<file path="src/rtl/swd_pkg.sv">
`timescale 1ns / 1ps

package swd_pkg;

    localparam int POS_W  = 32;
    localparam int TIME_W = 32;
    localparam int THR_W  = 32;
    localparam int TMO_W  = 31;
    localparam int CFG_W  = 32;
    localparam int IDX_W  = 2;

    typedef logic signed [POS_W-1:0] t_pos;
    typedef logic [TIME_W-1:0]       t_time;
    typedef logic [IDX_W-1:0]        t_cfg_idx;
    typedef logic [CFG_W-1:0]        t_cfg_data;

    typedef enum logic [IDX_W-1:0] {
        REG_SPREAD_THRESHOLD = 2'd0,
        REG_TIMEOUT_MS       = 2'd1,
        REG_COOLDOWN_MS      = 2'd2
    } t_reg_idx;

    localparam logic [THR_W-1:0] SPREAD_THRESHOLD_RST = THR_W'(65536);
    localparam logic [TMO_W-1:0] TIMEOUT_MS_RST       = TMO_W'(2000);
    localparam logic [TMO_W-1:0] COOLDOWN_MS_RST      = TMO_W'(1000);

    typedef struct packed {
        logic [THR_W-1:0] spread_threshold;
        logic [TMO_W-1:0] timeout_ms;
        logic [TMO_W-1:0] cooldown_ms;
    } t_cfg;

endpackage

</file>
<file path="src/rtl/swd_in_if.sv">
`timescale 1ns / 1ps

interface swd_in_if;
    logic              valid;
    logic              ready;
    swd_pkg::t_pos     position;
    swd_pkg::t_time    now_ms;
    logic              restart;

    modport source (output valid, output position, output now_ms, output restart,
                    input ready);
    modport sink   (input valid, input position, input now_ms, input restart,
                    output ready);
endinterface

</file>
<file path="src/rtl/swd_out_if.sv">
`timescale 1ns / 1ps

interface swd_out_if;
    logic valid;
    logic ready;
    logic stuck;

    modport source (output valid, output stuck, input ready);
    modport sink   (input valid, input stuck, output ready);
endinterface

</file>
<file path="src/rtl/swd_cfg.sv">
`timescale 1ns / 1ps

module swd_cfg (
    input  logic                i_clk,
    input  logic                i_rst_n,
    input  logic                i_cfg_we,
    input  swd_pkg::t_cfg_idx   i_cfg_idx,
    input  swd_pkg::t_cfg_data  i_cfg_data,
    output swd_pkg::t_cfg       o_cfg
);
    import swd_pkg::*;

    t_cfg r_cfg;
    t_cfg n_cfg;

    always_comb begin
        n_cfg = r_cfg;
        if (i_cfg_we) begin
            unique case (i_cfg_idx)
                REG_SPREAD_THRESHOLD: n_cfg.spread_threshold = i_cfg_data[THR_W-1:0];
                REG_TIMEOUT_MS:       n_cfg.timeout_ms       = i_cfg_data[TMO_W-1:0];
                REG_COOLDOWN_MS:      n_cfg.cooldown_ms      = i_cfg_data[TMO_W-1:0];
                default:              n_cfg = r_cfg;
            endcase
        end
    end

    always_ff @(posedge i_clk) begin
        if (!i_rst_n) begin
            r_cfg.spread_threshold <= SPREAD_THRESHOLD_RST;
            r_cfg.timeout_ms       <= TIMEOUT_MS_RST;
            r_cfg.cooldown_ms      <= COOLDOWN_MS_RST;
        end else begin
            r_cfg <= n_cfg;
        end
    end

    assign o_cfg = r_cfg;

endmodule

</file>
<file path="src/rtl/swd_core.sv">
`timescale 1ns / 1ps

module swd_core (
    input  logic            i_clk,
    input  logic            i_rst_n,
    input  logic            i_fire,
    input  swd_pkg::t_pos   i_position,
    input  swd_pkg::t_time  i_now_ms,
    input  logic            i_restart,
    input  swd_pkg::t_cfg   i_cfg,
    output logic            o_stuck
);
    import swd_pkg::*;

    logic  r_rearm_pending, n_rearm_pending;
    t_pos  r_window_max,    n_window_max;
    t_pos  r_window_min,    n_window_min;
    t_time r_window_start,  n_window_start;
    logic  r_stuck_flag,    n_stuck_flag;

    t_time                    elapsed;
    logic [TIME_W-1:0]        band_end;
    logic [TIME_W-1:0]        timeout_ext;
    logic                     widen;
    logic                     past_timeout;
    logic signed [POS_W:0]    spread;
    logic                     moved;

    always_comb begin
        elapsed      = i_now_ms - r_window_start;
        timeout_ext  = {1'b0, i_cfg.timeout_ms};
        band_end     = timeout_ext + {1'b0, i_cfg.cooldown_ms};
        widen        = (elapsed > band_end) || (elapsed < timeout_ext);
        past_timeout = elapsed > timeout_ext;

        n_rearm_pending = r_rearm_pending;
        n_window_max    = r_window_max;
        n_window_min    = r_window_min;
        n_window_start  = r_window_start;
        n_stuck_flag    = r_stuck_flag;

        if (widen) begin
            if (i_position > r_window_max) n_window_max = i_position;
            if (i_position < r_window_min) n_window_min = i_position;
        end else begin
            n_window_max = i_position;
            n_window_min = i_position;
        end

        spread = {n_window_max[POS_W-1], n_window_max}
               - {n_window_min[POS_W-1], n_window_min};
        moved  = !spread[POS_W] && (spread[POS_W-1:0] > i_cfg.spread_threshold);

        if (i_restart) begin
            n_rearm_pending = 1'b1;
            n_window_max    = r_window_max;
            n_window_min    = r_window_min;
        end else if (r_rearm_pending) begin
            n_rearm_pending = 1'b0;
            n_window_max    = i_position;
            n_window_min    = i_position;
            n_window_start  = i_now_ms;
            n_stuck_flag    = 1'b0;
        end else if (moved) begin
            n_rearm_pending = 1'b1;
        end else if (past_timeout) begin
            n_stuck_flag = 1'b1;
        end
    end

    always_ff @(posedge i_clk) begin
        if (!i_rst_n) begin
            r_rearm_pending <= 1'b1;
            r_window_max    <= '0;
            r_window_min    <= '0;
            r_window_start  <= '0;
            r_stuck_flag    <= 1'b0;
        end else if (i_fire) begin
            r_rearm_pending <= n_rearm_pending;
            r_window_max    <= n_window_max;
            r_window_min    <= n_window_min;
            r_window_start  <= n_window_start;
            r_stuck_flag    <= n_stuck_flag;
        end
    end

    assign o_stuck = n_stuck_flag;

endmodule

</file>
<file path="src/rtl/stall_window_detector_unit.sv">
`timescale 1ns / 1ps
// Path: an accepted word passes the input reg, then the result reg.
// Throughput: one word per cycle while unstalled; window update is combinational.
// Backpressure: the input stage advances whenever the result register is empty
// or being drained, so a stalled output blocks input only when both are full.
// Reset (synchronous, active low): window re-armed, stuck cleared, registers
// return to their defaults, both stages empty.

module stall_window_detector_unit (
    input  logic                i_clk,
    input  logic                i_rst_n,
    swd_in_if.sink              i_in,
    swd_out_if.source           o_out,
    input  logic                i_cfg_we,
    input  swd_pkg::t_cfg_idx   i_cfg_idx,
    input  swd_pkg::t_cfg_data  i_cfg_data
);
    import swd_pkg::*;

    t_cfg  cfg;

    logic  r_s1_valid;
    t_pos  r_s1_position;
    t_time r_s1_now_ms;
    logic  r_s1_restart;

    logic  r_out_valid;
    logic  r_out_stuck;

    logic  advance;
    logic  core_stuck;

    swd_cfg u_cfg (
        .i_clk      (i_clk),
        .i_rst_n    (i_rst_n),
        .i_cfg_we   (i_cfg_we),
        .i_cfg_idx  (i_cfg_idx),
        .i_cfg_data (i_cfg_data),
        .o_cfg      (cfg)
    );

    assign advance    = r_s1_valid && (!r_out_valid || o_out.ready);
    assign i_in.ready = !r_s1_valid || advance;

    swd_core u_core (
        .i_clk      (i_clk),
        .i_rst_n    (i_rst_n),
        .i_fire     (advance),
        .i_position (r_s1_position),
        .i_now_ms   (r_s1_now_ms),
        .i_restart  (r_s1_restart),
        .i_cfg      (cfg),
        .o_stuck    (core_stuck)
    );

    always_ff @(posedge i_clk) begin
        if (!i_rst_n) begin
            r_s1_valid <= 1'b0;
        end else if (i_in.ready) begin
            r_s1_valid <= i_in.valid;
        end
    end

    always_ff @(posedge i_clk) begin
        if (i_in.valid && i_in.ready) begin
            r_s1_position <= i_in.position;
            r_s1_now_ms   <= i_in.now_ms;
            r_s1_restart  <= i_in.restart;
        end
    end

    always_ff @(posedge i_clk) begin
        if (!i_rst_n) begin
            r_out_valid <= 1'b0;
        end else if (advance) begin
            r_out_valid <= 1'b1;
        end else if (o_out.ready) begin
            r_out_valid <= 1'b0;
        end
    end

    always_ff @(posedge i_clk) begin
        if (advance) begin
            r_out_stuck <= core_stuck;
        end
    end

    assign o_out.valid = r_out_valid;
    assign o_out.stuck = r_out_stuck;

endmodule

</file>
<file path="src/flat_wrapper.sv">
// flat-port wrapper written by rule: the top's interface ports become plain ports
module stall_window_detector_unit_flat import swd_pkg::*;
  (i_clk, i_rst_n, i_cfg_we, i_cfg_idx, i_cfg_data, i_in_valid, i_in_position, i_in_now_ms, i_in_restart, i_in_ready, o_out_valid, o_out_stuck, o_out_ready);
  swd_in_if i_in_i ();
  swd_out_if o_out_i ();
  input  logic i_clk;
  input  logic i_rst_n;
  input  logic i_cfg_we;
  input  swd_pkg::t_cfg_idx i_cfg_idx;
  input  swd_pkg::t_cfg_data i_cfg_data;
  input wire logic [$bits(i_in_i.valid)-1:0] i_in_valid;
  input wire logic [$bits(i_in_i.position)-1:0] i_in_position;
  input wire logic [$bits(i_in_i.now_ms)-1:0] i_in_now_ms;
  input wire logic [$bits(i_in_i.restart)-1:0] i_in_restart;
  output wire logic [$bits(i_in_i.ready)-1:0] i_in_ready;
  output wire logic [$bits(o_out_i.valid)-1:0] o_out_valid;
  output wire logic [$bits(o_out_i.stuck)-1:0] o_out_stuck;
  input wire logic [$bits(o_out_i.ready)-1:0] o_out_ready;
  assign i_in_i.valid = i_in_valid;
  assign i_in_i.position = i_in_position;
  assign i_in_i.now_ms = i_in_now_ms;
  assign i_in_i.restart = i_in_restart;
  assign i_in_ready = i_in_i.ready;
  assign o_out_valid = o_out_i.valid;
  assign o_out_stuck = o_out_i.stuck;
  assign o_out_i.ready = o_out_ready;
  stall_window_detector_unit u_core (.i_clk(i_clk), .i_rst_n(i_rst_n), .i_in(i_in_i), .o_out(o_out_i), .i_cfg_we(i_cfg_we), .i_cfg_idx(i_cfg_idx), .i_cfg_data(i_cfg_data));
endmodule
</file>
<file path="config.mk">
export PLATFORM = sky130hd
export DESIGN_NAME = stall_window_detector_unit_flat
export DESIGN_NICKNAME = d
export VERILOG_FILES = /design/src/rtl/swd_pkg.sv /design/src/rtl/swd_in_if.sv /design/src/rtl/swd_out_if.sv /design/src/rtl/swd_cfg.sv /design/src/rtl/swd_core.sv /design/src/rtl/stall_window_detector_unit.sv /design/src/flat_wrapper.sv
export SDC_FILE = /design/constraint.sdc
export NUM_CORES = 1
export LEC_CHECK = 0
export BUFFER_PORTS_ARGS = -buffer_cell sky130_fd_sc_hd__buf_2
export CAP_MARGIN = 25
export CORE_MARGIN = 2
export CORE_UTILIZATION = 43
export CTS_BUF_LIST = sky130_fd_sc_hd__clkbuf_8 sky130_fd_sc_hd__clkbuf_16
export CTS_CLUSTER_DIAMETER = 60
export CTS_CLUSTER_SIZE = 16
export DETAILED_ROUTE_END_ITERATION = 10
export SLEW_MARGIN = 20
export SYNTH_ARGS = -nofsm -noshare
export SYNTH_HDL_FRONTEND = slang
export SYNTH_HIERARCHICAL = 1
export SYNTH_SLANG_ARGS = --single-unit
</file>
<file path="constraint.sdc">
create_clock -name i_clk -period 10.2 [get_ports i_clk]
set_clock_uncertainty 0.1 [all_clocks]
set_input_delay 1.02 -clock i_clk [delete_from_list [all_inputs] [get_ports i_clk]]
set_output_delay 1.02 -clock i_clk [all_outputs]
set_load 0.02 [all_outputs]
</file>
== Yosys cells after proc, flatten, opt, wreduce, memory -nomap -nowiden ==
Cells that the tools add are included.

* Add/sub/neg operators: 3
* $lt $le $gt $ge: 6
* Eq/ne operators: 2
* Muxes and demuxes: 15
* Bitwise operators: 1
* Reduce and logical (&&, ||, !) cells: 16

{| class="wikitable"
|+ Operator list
! operator !! count
|-
| 32-bit 2-to-1 mux || 6
|-
| 32-bit greater-than comparator || 3
|-
| 32-bit by 32-bit subtractor with 33-bit output || 1
|-
| 31-bit by 31-bit adder with 32-bit output || 1
|-
| 32-bit by 31-bit greater-than comparator with 1-bit output || 1
|-
| 32-bit by 31-bit less-than comparator with 1-bit output || 1
|-
| 32-bit less-than comparator || 1
|-
| 32-bit subtractor || 1
|-
| 1-bit 2-to-1 mux || 9
|-
| 2-bit AND reduction || 4
|-
| 1-bit logical AND || 3
|-
| 1-bit zero test || 3
|-
| 1-bit logical OR || 3
|-
| 3-bit AND reduction || 1
|-
| 2-bit by 1-bit == test with 1-bit output, second input constant || 1
|-
| 2-bit == test, second input constant || 1
|-
| 2-bit zero test || 1
|-
| 2-bit nonzero test || 1
|-
| 1-bit NOT || 1
|}

* Register bits: 260
* Logic and storage cells: 57

== Longest topological paths before layout ==
* Word-level depth: 10
* Depth in mapped cells: 56

== Hierarchy ==
The synthesis kept the hierarchy.

{| class="wikitable"
|+ By module, submodules not included
! module !! instances !! cells an instance !! area each (µm²) !! sequential area each (µm²)
|-
| swd_core || 1 || 1,654 || 12,649.6 || 1,961.9
|-
| swd_cfg || 1 || 356 || 3,666.0 || 1,881.8
|-
| stall_window_detector_unit || 1 || 75 || 2,085.8 || 2,021.9
|}

== Worst setup path after synthesis ==
OpenSTA, ideal clock, no wires.

* Kind: reg-to-reg
* Start point: reg u_core.r_s1_now_ms[0]
* End point: reg u_core.r_out_stuck, in the netlist u_core/o_out.stuck (data pin)
* Data arrival time: 10.605 ns
* Data required time: 9.954 ns
* Path slack: -0.650 ns
* Stages on the path, launching flop included: 55
* Period minus slack after synthesis: 10.850 ns
* Cells stage by stage: edfxtp_1 > inv_1 > ha_1 > inv_1 > fa_1 > a21o_1 > a21o_1 > a2111oi_0 > o21ai_0 > a31oi_1 > o31ai_1 > o211a_1 > o21a_1 > o21ai_0 > a31oi_1 > a21o_1 > a21oi_1 > xnor2_1 > [19 not listed] > o21a_1 > o221ai_2 > a41o_4 > or4_4 > a311oi_2 > xor2_1 > ha_1 > nor2b_1 > o21ai_0 > nand2b_1 > a21oi_1 > nor2b_1 > o21ai_0 > nand2b_1 > a21oi_1 > a21oi_1 > a31o_2 > a21oi_1

* Word-level cells in the longest chain between the ends: 10

{| class="wikitable"
|+ RTL lines
! what !! RTL line !! source
|-
| from (decl) || stall_window_detector_unit.sv:24 || <nowiki>t_time r_s1_now_ms;</nowiki>
|-
| from (signal assigned) || stall_window_detector_unit.sv:67 || <nowiki>r_s1_now_ms <= i_in.now_ms;</nowiki>
|-
| 32-bit subtractor (*) || swd_core.sv:30 || <nowiki>elapsed = i_now_ms - r_window_start;</nowiki>
|-
| 32-bit greater-than comparator or 32-bit by 31-bit less-than comparator with 1-bit output (tied branches) || swd_core.sv:33 || <nowiki>widen = (elapsed > band_end) || (elapsed < timeout_ext);</nowiki>
|-
| 1-bit logical OR || swd_core.sv:33 ||
|-
| 32-bit 2-to-1 mux || swd_core.sv:42 || <nowiki>if (widen) begin</nowiki>
|-
| 32-bit by 32-bit subtractor with 33-bit output || swd_core.sv:51 || <nowiki>- {n_window_min[POS_W-1], n_window_min};</nowiki>
|-
| 32-bit greater-than comparator or 1-bit zero test (tied branches) || swd_core.sv:52 || <nowiki>moved = !spread[POS_W] && (spread[POS_W-1:0] > i_cfg.spread_threshold);</nowiki>
|-
| 1-bit logical AND || swd_core.sv:52 ||
|-
| 1-bit 2-to-1 mux (*) || swd_core.sv:64 || <nowiki>end else if (moved) begin</nowiki>
|-
| 1-bit 2-to-1 mux (*) || swd_core.sv:58 || <nowiki>end else if (r_rearm_pending) begin</nowiki>
|-
| 1-bit 2-to-1 mux (*) || swd_core.sv:54 || <nowiki>if (i_restart) begin</nowiki>
|-
| net u_core.core_stuck || stall_window_detector_unit.sv:31 || <nowiki>logic core_stuck;</nowiki>
|-
| to (signal assigned) || stall_window_detector_unit.sv:84 || <nowiki>r_out_stuck <= core_stuck;</nowiki>
|-
| to (decl) || stall_window_detector_unit.sv:28 || <nowiki>logic r_out_stuck;</nowiki>
|}

The timed path passes the listed nets; every way through them passes the cells marked *.
A chain may end at the register's enable or synchronous reset.

== Worst setup path in the final report ==
Ends and elaborated chain as after synthesis.

==> flow_metrics.env <==
export IMPL_power_report_internal_total_mw=2.29
export IMPL_yosys_mux_area_fraction_pct=8.81
export IMPL_cts_root_buffer="sky130_fd_sc_hd__clkbuf_16"
export IMPL_layout_cells_most_common="sky130_fd_sc_hd__nand2_1"
export IMPL_criticalPathCategory="flop to flop"
export IMPL_core_area_um2=42100
export IMPL_crit_slowest_cell="sky130_fd_sc_hd__or4b_4"
export IMPL_timing_rr_end="u_core/o_out.stuck$_DFFE_PP_"
export IMPL_min_delay_path_depth=2
export IMPL_report_final_slew_viol_count=0
export IMPL_grt_total_usage_pct=20.1
export IMPL_worst_path_max_fanout=11
export IMPL_place_port_buffers=106
export IMPL_clk_path_buf_depth=3
export IMPL_hold_path_class="flop to flop"
export IMPL_seqPwrFrac_pct=32.9
export IMPL_outcome="finished with violations"
export IMPL_cpPeakStageDelay_ns=0.55
export IMPL_avgSynthCellArea_um2=8.83
export IMPL_die_area_um2=44500
export IMPL_post_synth_and_or_nand_nor_area_fraction_pct=15.0
export IMPL_diodes=0
export IMPL_failed_checks="negative setup slack"
export IMPL_worst_endpoint_required_ns=10.52
export IMPL_synth_fp_nets=2443
export IMPL_grt_antenna_before_repair=0
export IMPL_critical_path_arrival_ns=10.75
export IMPL_dominantRegCellSynth="sky130_fd_sc_hd__dfxtp_1"
export IMPL_number_of_cells_after_detailed_placement=2744
export IMPL_die_height_um=211
export IMPL_areaGrowthSynthToFinish_pct=15.7
export IMPL_switching_share_pct=34.2
export IMPL_antenna_left=0
export IMPL_clk_pin_slew_worst_paths_ns=0.07
export IMPL_fp_row_count=75
export IMPL_timing_reg2reg_setup_slack_ns=-0.23
export IMPL_routed_via_count=14830
export IMPL_finalHoldViolations=0
export IMPL_finalSetupViolations=3
export IMPL_number_of_enable_type_register_cells_in_the_synthesized_netlist=66
export IMPL_die_x_um=211
export IMPL_max_cap_violations=0
export IMPL_synth_seq_area_share_pct=31.9
export IMPL_cts_htree_levels=1
export IMPL_routabilityCongestion=0.887
export IMPL_worst_path_most_repeated_cell="sky130_fd_sc_hd__buf_4"
export IMPL_timing_final_ws_setup_ns=-0.234
export IMPL_grt_start_max_net_pins=148
export IMPL_dr_first_iter_drc_count=544
export IMPL_post_synth_main_area_contributors="sky130_fd_sc_hd__dfxtp_1, sky130_fd_sc_hd__ha_1, sky130_fd_sc_hd__edfxtp_1, sky130_fd_sc_hd__nand2_1, sky130_fd_sc_hd__mux2i_1"
export IMPL_r2r_start="u_core/r_s1_now_ms[0]$_DFFE_PP_"
export IMPL_netlist_area_um2=18400
export IMPL_route_detailed_wl_per_inst_um=16.1
export IMPL_preCtsSetupSlack_ns=-0.801
export IMPL_share_comb_of_total_power_pct=38.2
export IMPL_grt_overflow=0
export IMPL_grt_pass1_vias=14823
export IMPL_instances_no_fill=2815
export IMPL_fraction_of_layout_cells_with_a_size_suffix_above_1_pct=15.7
export IMPL_tritoncts="done"
export IMPL_period_minus_slack_ns=10.43
export IMPL_clkLatencyLatePin_ns=0.58
export IMPL_synth_top_family_by_area="adder cells"
export IMPL_worstSetupStartpoint="u_core/r_s1_now_ms[0]$_DFFE_PP_"
export IMPL_power_clock_fraction_pct=28.9
export IMPL_yosys_warnings=6
export IMPL_cts_inserted_buffers=27
export IMPL_r2r_cells=58
export IMPL_layout_cells_most_common_list="sky130_fd_sc_hd__nand2_1, sky130_fd_sc_hd__ha_1, sky130_fd_sc_hd__inv_1"
export IMPL_final_instance_area_um2=21300
export IMPL_endpoint_kind="flop"
export IMPL_filler_cell_count=4002
export IMPL_synth_area_in_compound_gates_pct=16.9
export IMPL_post_dp_cell_area_um2=19900
export IMPL_detail_route_first_pass_iterations=5
export IMPL_start_util_pct=43.7
export IMPL_yosysUniqueCellTypes=75
export IMPL_max_vdd_ir_drop_uv=122
export IMPL_tritoncts_num_sinks=260
export IMPL_grt_pass1_wl_um=73300
export IMPL_timing_hold_worst_endpoint="u_core/u_cfg/o_cfg[68]$_SDFFE_PN0P_"
export IMPL_async_flop_share_pct=0
export IMPL_tcrit_tclk_final_pct=102
export IMPL_synth_xor_area_share_pct=3.86
export IMPL_slew_headroom_pct=29.9
export IMPL_design_final_nets=2615
export IMPL_finalSetupTns_ns=-0.592
export IMPL_routed_via_density=5.27
export IMPL_transition_time_at_the_pin_with_the_least_slew_margin_ns=1.02
export IMPL_drt_drc_violations_left=0
export IMPL_synthDominantAreaCellType="sky130_fd_sc_hd__dfxtp_1"
export IMPL_switching_power_mw=1.19
export IMPL_timing_critical_path_from_type="flop"
export IMPL_total_i_o_pin_count=107
export IMPL_yosys_register_bits=260
export IMPL_holdCritStartpoint="u_core/u_cfg/o_cfg[68]$_SDFFE_PN0P_"
export IMPL_final_util_pct=50.5
export IMPL_grt_setup_unrepaired="yes"
export IMPL_syn_instance_count=2085
export IMPL_netlist_area_leader_share_pct=21.1
export IMPL_wl_um=45300
export IMPL_hpwl_um=33800
export IMPL_cellLeakagePower_nw=9.06
export IMPL_fmax_mhz=95.8
export IMPL_cellPowerDensity_nw_per_um2=163
export IMPL_synth_area_in_adders_pct=17.4
[power groups by stage]
| stage | registers, mW | clock network (mW) | logic, mW |
|---|---|---|---|
| CTS | 1.14 | 1.04 | 1.27 |
| global route | 1.15 | 1.07 | 1.49 |
| detailed placement | 1.16 | 0 | 1.21 |
| global placement | 1.16 | 0 | 1.18 |
| floorplan | 1.15 | 0 | 0.859 |
| finish | 1.14 | 1.01 | 1.33 |
[repair_timing]
item	in CTS	in global routing
gates resized for setup	34	36
endpoints found under the setup margin	3	3
setup buffers	16	6
pin swaps	24	36
hold buffers	0	0
cloned	0	0
[how the worst max path moves through the flow]
stage	cells past startpoint	slack, ns	endpoint
detailed placement	54	-0.80	u_core/o_out.stuck$_DFFE_PP_
finish	58	-0.23	u_core/o_out.stuck$_DFFE_PP_
floorplan	54	0.0008	u_core/o_out.stuck$_DFFE_PP_
CTS	54	0.02	u_core/o_out.stuck$_DFFE_PP_
global placement	52	-0.46	u_core/o_out.stuck$_DFFE_PP_
global route	54	-0.61	u_core/o_out.stuck$_DFFE_PP_
[synthesized netlist by cell type (all sizes together) (6+ instances only)]
master and count:
nor2b 32, xnor2 51, a21o 60, clkbuf 43, o21ai 63, a21boi 106, and2 6, a21oi 114
nor3 13, and3 6, mux2i 127, a211oi 7, or2 6, o21a 25, ha 251, o211ai 11
nand4 37, mux2 31, nand2b 16, o21bai 11, xor2 30, nand2 362, nand3 20, nand3b 6
edfxtp 66, nor2 69, dfxtp 194, buf 24, o22ai 6, o31ai 8, inv 199, a31oi 10
[flip-flops by register name (all words and copies together), names as in the netlist]
signal,count
u_core/u_cfg/o_cfg,94
u_core/r_s1_now_ms,32
u_core/r_s1_position,32
u_core/u_core/r_window_max,32
u_core/u_core/r_window_min,32
u_core/u_core/r_window_start,32
u_core/o_out.stuck,1
u_core/o_out.valid,1
u_core/r_s1_restart,1
u_core/r_s1_valid,1
u_core/u_core/r_rearm_pending,1
u_core/u_core/r_stuck_flag,1
[kinds of logic (layout without fill, tap and decap cells)]
group | after synthesis | count (layout)
flip-flops | 260 | 260
AO/OA/AOI/OAI | 462 | 462
multiplexers | 158 | 158
XOR/XNOR | 81 | 81
buffers and inverters | 266 | 457
adder cells (fa/ha/maj) | 254 | 254
AND/OR/NAND/NOR | 604 | 604
[per-stage QoR]
step / hold WS (ns) / total power, mW
6_report: 0.360 / 3.47
5_1_grt: 0.369 / 3.71
4_1_cts: 0.360 / 3.45
3_5_place_dp: 0.347 / 2.37
3_3_place_gp: 0.344 / 2.34
2_1_floorplan: 0.335 / 2.01
[final cells by class]
cell class	instances	area, um2	share of cell area, %
Clock buffer	30	739	3.47
Clock inverter	18	163	0.764
Inverter	199	747	3.51
Multi-Input combinational cell	1559	11800	55.2
Sequential cell	260	5870	27.5
Tap cell	539	674	3.17
Timing Repair Buffer	210	1350	6.33
[routing by layer]
metal / track usage [%] / wire length, um / up-vias
met4: 6.70 / 1610 / 0
met1: 25.9 / 21100 / 6897
met3: 2.27 / 1330 / 79
li1: - / - / 7648
met5: 0 / 0 / -
met2: 35.2 / 21300 / 206
[critical path: cells and delay by family (launching register included)]
kind                     cells  cell delay [ns]
AO/OA/AOI/OAI               27             4.59
buffers and inverters       18             2.17
AND/OR/NAND/NOR              6             1.28
adder cells (fa/ha/maj)      5             1.28
flip-flops                   1             0.39
multiplexers                 1             0.27
XOR/XNOR                     1             0.15
Power figures use the tool's default switching activity.
